**src/rtl/core/sha1md_pkg.sv**
```systemverilog
// Shared types and constants for the SHA-1 digest engine.
package sha1md_pkg;

    typedef logic [4:0][31:0] t_words;

    typedef struct packed {
        logic [31:0] msg_word;
        logic [2:0]  valid_bytes;
        logic        end_of_message;
    } t_in_item;

    typedef struct packed {
        logic [31:0] digest_word;
        logic [2:0]  word_index;
        logic        last_word;
    } t_out_item;

    // control from the sequencer to the schedule window
    typedef struct packed {
        logic       push;    // one message or pad byte enters
        logic [7:0] data;
        logic       commit;  // fourth byte of a word: word enters the window
        logic       rnd;     // round cycle: window advances by one word
        logic       expand;  // round 16 and later: use the expanded word
    } t_sched_ctl;

    localparam t_words INIT_H = {32'hC3D2E1F0, 32'h10325476, 32'h98BADCFE,
                                 32'hEFCDAB89, 32'h67452301};

    localparam logic [7:0] PAD_MARK   = 8'h80;
    localparam logic [6:0] ROUND_LAST = 7'd79;
    localparam logic [5:0] FILL_LAST  = 6'd63;
    localparam logic [5:0] FILL_LEN   = 6'd55;   // next byte lands at offset 56
    localparam logic [2:0] BYTES_MAX  = 3'd4;
    localparam logic [2:0] WORD_LAST  = 3'd4;
    localparam logic [2:0] LEN_LAST   = 3'd7;

    function automatic logic [31:0] round_k(input logic [1:0] grp);
        logic [31:0] k;
        case (grp)
            2'd0:    k = 32'h5A827999;
            2'd1:    k = 32'h6ED9EBA1;
            2'd2:    k = 32'h8F1BBCDC;
            default: k = 32'hCA62C1D6;
        endcase
        return k;
    endfunction

endpackage

```
**src/rtl/core/sha1md_round.sv**
```systemverilog
// SHA-1 round datapath, shared by all 80 rounds.
module sha1md_round (
    input  sha1md_pkg::t_words i_vars,
    input  logic [31:0]        i_w,
    input  logic [1:0]         i_grp,
    output sha1md_pkg::t_words o_vars
);
    import sha1md_pkg::*;

    logic [31:0] a, b, c, d, e, f, tmp;

    assign a = i_vars[0];
    assign b = i_vars[1];
    assign c = i_vars[2];
    assign d = i_vars[3];
    assign e = i_vars[4];

    always_comb begin
        case (i_grp)
            2'd0:    f = (b & c) | (~b & d);
            2'd2:    f = (b & c) | (b & d) | (c & d);
            default: f = b ^ c ^ d;
        endcase
    end

    assign tmp = {a[26:0], a[31:27]} + f + e + i_w + round_k(i_grp);

    assign o_vars = {d, c, {b[1:0], b[31:2]}, a, tmp};

endmodule

```
**src/rtl/core/sha1md_sched.sv**
```systemverilog
// Byte packer and 16-word message schedule shift line.
module sha1md_sched (
    input  logic                   i_clk,
    input  sha1md_pkg::t_sched_ctl i_ctl,
    output logic [31:0]            o_w
);
    import sha1md_pkg::*;

    logic [31:0]       r_acc;
    logic [15:0][31:0] r_win;   // [0] is the oldest word
    logic [31:0]       n_acc;
    logic [31:0]       mix;
    logic [31:0]       shift_in;

    assign n_acc = {r_acc[23:0], i_ctl.data};

    // W[t-3] ^ W[t-8] ^ W[t-14] ^ W[t-16]
    assign mix = r_win[13] ^ r_win[8] ^ r_win[2] ^ r_win[0];
    assign o_w = i_ctl.expand ? {mix[30:0], mix[31]} : r_win[0];

    assign shift_in = i_ctl.rnd ? o_w : n_acc;

    always_ff @(posedge i_clk) begin
        if (i_ctl.push) begin
            r_acc <= n_acc;
        end
        if (i_ctl.rnd || (i_ctl.push && i_ctl.commit)) begin
            r_win <= {shift_in, r_win[15:1]};
        end
    end

endmodule

```
**src/rtl/core/sha1_message_digest.sv**
```systemverilog
// SHA-1 digest engine: byte sequencer, round control and digest output.
// An item's valid bytes enter one byte per cycle, paused while a full block is compressed.
// Each full 64-byte block adds 80 passes of the shared round unit and one fold.
// End of message adds 9 to 72 pad bytes, one or two blocks, then the five digest words.
// A new item is taken only in the idle state, once the bytes of the last one have entered.
// Synchronous active-low reset loads H0..H4 and clears the counts and the sequencer.
module sha1_message_digest (
    input  logic                 i_clk,
    input  logic                 i_rst_n,
    input  logic                 i_in_valid,
    output logic                 o_in_stall,
    input  sha1md_pkg::t_in_item i_in_data,
    output logic                 o_out_valid,
    input  logic                 i_out_stall,
    output sha1md_pkg::t_out_item o_out_data
);
    import sha1md_pkg::*;

    typedef enum logic [7:0] {
        S_IDLE  = 8'b0000_0001,
        S_MSG   = 8'b0000_0010,
        S_MARK  = 8'b0000_0100,
        S_ZERO  = 8'b0000_1000,
        S_LEN   = 8'b0001_0000,
        S_ROUND = 8'b0010_0000,
        S_FOLD  = 8'b0100_0000,
        S_OUT   = 8'b1000_0000
    } t_state;

    t_state      r_state, n_state, r_resume, n_resume, after;
    logic [31:0] r_word, n_word;
    logic [2:0]  r_cnt, n_cnt;
    logic        r_eom, n_eom;
    logic [5:0]  r_fill, n_fill;
    logic [60:0] r_count, n_count;
    logic [2:0]  r_len_idx, n_len_idx;
    logic [6:0]  r_round, n_round;
    logic [2:0]  r_out_idx, n_out_idx;
    t_words      r_vars, n_vars, r_chain, n_chain, round_out;

    logic        push;
    logic [7:0]  push_data;
    logic [63:0] len_sh;
    logic [1:0]  grp;
    logic [31:0] w;
    t_sched_ctl  sched_ctl;

    assign len_sh = {r_count, 3'b000} << {r_len_idx, 3'b000};

    always_comb begin
        if (r_round < 7'd20)      grp = 2'd0;
        else if (r_round < 7'd40) grp = 2'd1;
        else if (r_round < 7'd60) grp = 2'd2;
        else                      grp = 2'd3;
    end

    assign sched_ctl = '{push:   push,
                         data:   push_data,
                         commit: (r_fill[1:0] == 2'd3),
                         rnd:    (r_state == S_ROUND),
                         expand: (r_round[6:4] != 3'd0)};

    sha1md_sched u_sched (
        .i_clk (i_clk),
        .i_ctl (sched_ctl),
        .o_w   (w)
    );

    sha1md_round u_round (
        .i_vars (r_vars),
        .i_w    (w),
        .i_grp  (grp),
        .o_vars (round_out)
    );

    always_comb begin
        n_state   = r_state;
        n_resume  = r_resume;
        n_word    = r_word;
        n_cnt     = r_cnt;
        n_eom     = r_eom;
        n_fill    = r_fill;
        n_count   = r_count;
        n_len_idx = r_len_idx;
        n_round   = r_round;
        n_out_idx = r_out_idx;
        n_vars    = r_vars;
        n_chain   = r_chain;
        push      = 1'b0;
        push_data = 8'h00;
        after     = r_state;

        unique case (r_state)
            S_IDLE: begin
                if (i_in_valid) begin
                    n_word  = i_in_data.msg_word;
                    n_cnt   = (i_in_data.valid_bytes > BYTES_MAX) ? BYTES_MAX
                                                                  : i_in_data.valid_bytes;
                    n_eom   = i_in_data.end_of_message;
                    n_state = S_MSG;
                end
            end
            S_MSG: begin
                if (r_cnt == 3'd0) begin
                    n_state = r_eom ? S_MARK : S_IDLE;
                end else begin
                    push      = 1'b1;
                    push_data = r_word[31:24];
                    n_word    = {r_word[23:0], 8'h00};
                    n_cnt     = r_cnt - 3'd1;
                    n_count   = r_count + 61'd1;
                    if (r_cnt == 3'd1) after = r_eom ? S_MARK : S_IDLE;
                    else               after = S_MSG;
                end
            end
            S_MARK: begin
                push      = 1'b1;
                push_data = PAD_MARK;
                after     = (r_fill == FILL_LEN) ? S_LEN : S_ZERO;
            end
            S_ZERO: begin
                push      = 1'b1;
                push_data = 8'h00;
                after     = (r_fill == FILL_LEN) ? S_LEN : S_ZERO;
            end
            S_LEN: begin
                push      = 1'b1;
                push_data = len_sh[63:56];
                n_len_idx = r_len_idx + 3'd1;
                after     = (r_len_idx == LEN_LAST) ? S_OUT : S_LEN;
            end
            S_ROUND: begin
                n_vars  = round_out;
                n_round = r_round + 7'd1;
                if (r_round == ROUND_LAST) begin
                    n_round = 7'd0;
                    n_state = S_FOLD;
                end
            end
            S_FOLD: begin
                for (int k = 0; k < 5; k++) begin
                    n_chain[k] = r_chain[k] + r_vars[k];
                end
                n_state = r_resume;
            end
            S_OUT: begin
                if (!i_out_stall) begin
                    if (r_out_idx == WORD_LAST) begin
                        n_out_idx = 3'd0;
                        n_chain   = INIT_H;
                        n_count   = '0;
                        n_fill    = '0;
                        n_len_idx = '0;
                        n_round   = '0;
                        n_state   = S_IDLE;
                    end else begin
                        n_out_idx = r_out_idx + 3'd1;
                    end
                end
            end
            default: n_state = S_IDLE;
        endcase

        if (push) begin
            n_fill = r_fill + 6'd1;
            if (r_fill == FILL_LAST) begin
                // block complete: compress, then continue where we were
                n_state  = S_ROUND;
                n_resume = after;
                n_vars   = r_chain;
                n_round  = 7'd0;
            end else begin
                n_state = after;
            end
        end
    end

    always_ff @(posedge i_clk) begin
        if (!i_rst_n) begin
            r_state   <= S_IDLE;
            r_resume  <= S_IDLE;
            r_cnt     <= '0;
            r_eom     <= 1'b0;
            r_fill    <= '0;
            r_count   <= '0;
            r_len_idx <= '0;
            r_round   <= '0;
            r_out_idx <= '0;
            r_chain   <= INIT_H;
        end else begin
            r_state   <= n_state;
            r_resume  <= n_resume;
            r_cnt     <= n_cnt;
            r_eom     <= n_eom;
            r_fill    <= n_fill;
            r_count   <= n_count;
            r_len_idx <= n_len_idx;
            r_round   <= n_round;
            r_out_idx <= n_out_idx;
            r_chain   <= n_chain;
        end
    end

    always_ff @(posedge i_clk) begin
        r_word <= n_word;
        r_vars <= n_vars;
    end

    assign o_in_stall  = (r_state != S_IDLE);
    assign o_out_valid = (r_state == S_OUT);
    assign o_out_data  = '{digest_word: r_chain[r_out_idx],
                           word_index:  r_out_idx,
                           last_word:   (r_out_idx == WORD_LAST)};

    a_round_block_drained: assert property (@(posedge i_clk) disable iff (!i_rst_n)
        (r_state == S_ROUND) |-> (r_fill == 6'd0))
        else $error("compression running with a partly filled block");

    a_round_to_fold: assert property (@(posedge i_clk) disable iff (!i_rst_n)
        (r_state == S_ROUND && r_round == ROUND_LAST) |=> (r_state == S_FOLD))
        else $error("last round not followed by chain fold");

    a_rearm_after_digest: assert property (@(posedge i_clk) disable iff (!i_rst_n)
        (o_out_valid && !i_out_stall && o_out_data.last_word)
        |=> (r_state == S_IDLE && r_count == 61'd0 && r_fill == 6'd0
             && r_chain == INIT_H))
        else $error("engine not rearmed after final digest word");

    a_out_index_range: assert property (@(posedge i_clk) disable iff (!i_rst_n)
        o_out_valid |-> (r_out_idx <= WORD_LAST))
        else $error("digest word index out of range");

endmodule

```
**config.mk**
```make
export PLATFORM = sky130hd
export DESIGN_NAME = sha1_message_digest
export DESIGN_NICKNAME = d
export VERILOG_FILES = /design/src/rtl/core/sha1md_pkg.sv /design/src/rtl/core/sha1md_round.sv /design/src/rtl/core/sha1md_sched.sv /design/src/rtl/core/sha1_message_digest.sv
export SDC_FILE = /design/constraint.sdc
export NUM_CORES = 2
export LEC_CHECK = 0
export ABC_AREA = 1
export BUFFER_PORTS_ARGS = -buffer_cell sky130_fd_sc_hd__buf_2
export CORE_ASPECT_RATIO = 0.8
export CORE_UTILIZATION = 50
export DETAILED_ROUTE_END_ITERATION = 12
export GPL_TIMING_DRIVEN = 1
export PLACE_DENSITY = 0.66
export SLEW_MARGIN = 20
export SYNTH_ARGS = -nofsm -noshare
export SYNTH_HDL_FRONTEND = slang
export SYNTH_SLANG_ARGS = --single-unit
```
**constraint.sdc**
```tcl
create_clock -name i_clk -period 23.3 [get_ports i_clk]
set_clock_uncertainty 0.2 [all_clocks]
set_input_delay 1.165 -clock i_clk [delete_from_list [all_inputs] [get_ports i_clk]]
set_output_delay 1.165 -clock i_clk [all_outputs]
set_load 0.005 [all_outputs]
```
==> implementation parameters <==
Parameter                              Value

Clock network
  Maximum clock path buffer count ... 3
  Clk Latency, worst-skew pair ... 0.74 ns
  Count of hold buffers inserted by post-cts repair ... 0
  Clk sinks ... 988
  CTS Root Buffer Type ... sky130_fd_sc_hd__clkbuf_16
  CTS Buf Count ... about 100
  H-Tree Level Count ... 3
  TritonCTS clock tree ... done
  Setup Buffers After CTS ... 0
  Count of instances resized after the clock tree is built ... 0
  Reg clk slew, reported paths ... 0.07 ns

Setup path
  Series of cell instances along the critical path ... inv_1 -> nor2_1 -> nand3_1 -> nand2_1 -> buf_4 -> ha_1 -> buf_4 -> o211ai_1 -> o21ai_0 -> o21ai_0 -> fa_1 -> inv_1 -> fa_1 -> ha_1 -> inv_1 -> fa_1 -> o21ai_0 -> a21oi_1 -> o21ai_0 -> nand3_1 -> nand3_1 -> nand3_1 -> a21oi_1
  Endpoint class of the critical path ... flip-flop
  FF-to-FF path depth ... 23
  CP required ... ~24 ns
  Worst-path maximum fanout ... 51
  Critical path's largest stage delay ... around 0.63 ns
  Critical path's slowest cell ... sky130_fd_sc_hd__o21ai_0
  Worst setup SP type ... flip-flop
  Crit path kind ... flip-flop to flip-flop
  Data arrival time of the critical path ... just under 7 ns

Synth
  Number of enable-type register cells in the synthesized netlist ... 568
  Top_reg_cell synth ... sky130_fd_sc_hd__edfxtp_1
  Synth Instances ... ~6500
  Post-synthesis register bit count ... ~990
  Netlist area before placement ... 0.05458 mm²
  Cell variety after synth ... 58
  Syn nets ... 6857
  Post-synthesis sequential area ratio ... 46.66%
  Number of warnings issued by yosys ... 0
  Synthesized area divided by synthesized cell count ... roughly 8.4 µm²
  Synth async-reset ratio ... 0%

Die
  Die span in y ... ~300 µm
  Standard-cell row count ... 108
  Initial Utilization ... 50.36%
  Ports placed on the boundary ... 78
  Die outline width ... between 300 and 400 µm
  Core area ... 0.1084 mm²
  Die area ... 0.1105 mm²

STA
  Final worst path period share ... a little over a quarter
  Setup violators final ... 0
  Max-slew violation total from the final report ... 0
  Final TNS setup ... 0 ns
  Worst Hold Slack ... 0.2073 ns
  Fmax achieved ... 158.5 MHz
  Count of endpoints failing hold in the final timing report ... 0
  Post-layout min period ... 6.307 ns
  Headroom to the max-slew limit ... ~24%
  Final worst slack ... 16.99 ns
  Worst Tran Pin Value ... approximately 1.1 ns
  Unrepaired setup endpoints after global routing ... false

Power
  PD cells ... approximately 150 mW/mm²
  Switching Share ... 47.79%
  Power share of the combinational group ... 53.3%
  Power after layout ... 9.111 mW
  Clock power frac ... 19.3%
  Switching power ... 4.354 mW
  Portion of total power attributed to sequential cells ... 27.5%
  Cell Int Power ... 4.757 mW
  Worst ir drop on vdd ... approximately 0.16 mV
  Leakage ... roughly 24 nW

Routing
  Number of DRC violations after detailed routing ... 0
  Detail-routed via count per cell ... 5.932
  Number of antenna-violating nets in the routed design ... 0
  Via count ... roughly 47000
  Router iterations before antenna repair ... 6
  DR iter-0 viols ... about 6600
  Average wire length per cell after detail routing ... 23.69 µm
  Final Routed Wirelength ... 189300 µm

Place
  Final RePlAce weighted congestion ... 1.073
  Cell area reported after detailed placement ... 0.05606 mm²
  Post-Place Cells ... 7797
  Final HPWL from detailed placement ... 140700 µm
  Worst setup slack before clock tree synthesis ... 17.26 ns
  Number of port buffers ... 77

Global route
  Global-route wire length before repair ... 278700 µm
  Initial antenna violation count ... 3
  Global route overflow ... 0
  Overall fraction of global-route tracks in use ... approximately 34%
  Via count of the first global-routing pass ... 43483
  Largest net degree at the start of global routing ... approximately 180

Layout
  Final Net Count ... 6843
  Filler instances ... 10003
  Final non-filler cell area ... 0.05965 mm²
  Area taken by flip-flops and latches ... 0.02547 mm²
  Fraction of final layout cells with drive strength greater than 1 ... 5.262%
  Area taken by multi-input logic gates ... 0.02525 mm²
  Layout Area Growth over Synthesis ... 9.285%
  Final core occ ... 55.04%
  Post-route non-filler standard cell count ... 7989

Run
  Reported max-cap violation count ... 0

Worst hold path
  Class of the worst hold path ... flip-flop to flip-flop
  Number of stages on the worst hold path ... 0

Run status
  Outcome ... finished clean
-- layer usage --
layer | wire, µm | GRT usage [%] | up-vias | share of wire (%)
li1 | - | - | 21924 | -
met1 | 84180 | 51.01 | 22621 | 44
met2 | 72940 | 44.73 | 2493 | 39
met3 | 24890 | 11.01 | 343 | 13
met4 | 7098 | 11.71 | 6 | 3.8
met5 | 156 | 0.6556 | - | 0.082
-- logic make-up (layout without fill, tap and decap cells) --
| logic type | Yosys count | in the layout | synth area share [%] |
|---|---|---|---|
| buffers and inverters | 993 | 1065 | 7.132 |
| other | 0 | 2 | 0 |
| AO/OA/AOI/OAI | 1474 | 1474 | 14.79 |
| AND/OR/NAND/NOR | 2555 | 2555 | 19.79 |
| adder cells (fa/ha/maj) | 332 | 332 | 9.330 |
| XOR/XNOR | 143 | 143 | 2.295 |
| flip-flops | 988 | 988 | 46.66 |
-- power groups by stage --
stage	Combinational, mW	Sequential, mW	Clock (mW)
after floorplan	3.39	2.30	0
after global placement	4.66	2.49	0
after detailed placement	4.67	2.49	0
after CTS	4.70	2.46	1.78
after global routing	5.35	2.49	1.85
final	4.85	2.50	1.76
-- cell type report --
cell class / instances / share of cell area [%]
Sequential cell: 988 / 42.70
Multi-Input combinational cell: 4504 / 42.34
Inverter: 761 / 4.804
Clock buffer: 137 / 4.709
Tap cell: 1430 / 3.000
Clock inverter: 53 / 1.286
Timing Repair Buffer: 114 / 1.158
Antenna cell: 2 / 0.008391
-- flip-flops by register name (all words and copies together) (netlist names) --
name / flops
r_state: 8
r_count: 61
r_cnt: 3
u_sched.r_acc: 24
r_chain: 160
r_eom: 1
r_round: 7
r_out_idx: 3
r_vars: 160
r_word: 32
r_fill: 6
r_len_idx: 3
r_resume: 8
u_sched.r_win: 512
-- synthesized netlist by cell type (all sizes together), types with 5 or more instances --
library cell / number / share of area (%)
o21ai: 611 / 5.6
o211ai: 32 / 0.44
fa: 125 / 4.6
inv: 758 / 5.2
a21boi: 24 / 0.33
a21o: 29 / 0.40
a31oi: 75 / 0.86
nand3b: 25 / 0.34
nor2: 508 / 3.6
edfxtp: 568 / 31
and3: 6 / 0.069
nand3: 369 / 3.4
xor2: 37 / 0.59
or2: 20 / 0.23
a211oi: 5 / 0.078
buf: 95 / 0.95
clkbuf: 137 / 0.94
o31ai: 32 / 0.44
ha: 207 / 4.7
o21a: 24 / 0.33
nor4: 21 / 0.31
nand2: 1433 / 9.9
dfxtp: 420 / 15
a22oi: 7 / 0.096
xnor2: 106 / 1.7
a21oi: 547 / 5.0
o22ai: 30 / 0.34
nor3: 60 / 0.60
o21bai: 39 / 0.54
nand4: 110 / 1.3
-- path summary, 6_finish.rpt --
path                           start            endpoint  slack, ns
hold / removal    u_sched.r_win[166]  u_sched.r_win[134]       0.21
hold reg to reg   u_sched.r_win[166]  u_sched.r_win[134]       0.21
setup / recovery          r_round[5]          r_vars[29]      16.99
setup reg to reg          r_round[5]          r_vars[29]      16.99
-- worst max-delay path: cells and delay by family (launching register included) --
family / cells / cell delay (ns)
adders and majority gates: 5 / 1.87
buffers and inverters: 5 / 1.05
AOI/OAI and AO/OA: 7 / 1.86
DFF: 1 / 0.44
and+or+nand+nor: 6 / 0.71
-- cells in the final DEF, fill, tap and decap left out, drive strengths merged, types with 125 or more instances in the layout --
| cell | instances |
|---|---|
| dfxtp | 420 |
| a21oi | 547 |
| fa | 125 |
| edfxtp | 568 |
| nand2 | 1433 |
| ha | 207 |
| nor2 | 508 |
| nand3 | 369 |
| clkbuf | 137 |
| o21ai | 611 |
| inv | 762 |
(Power assumes the default switching activity.)
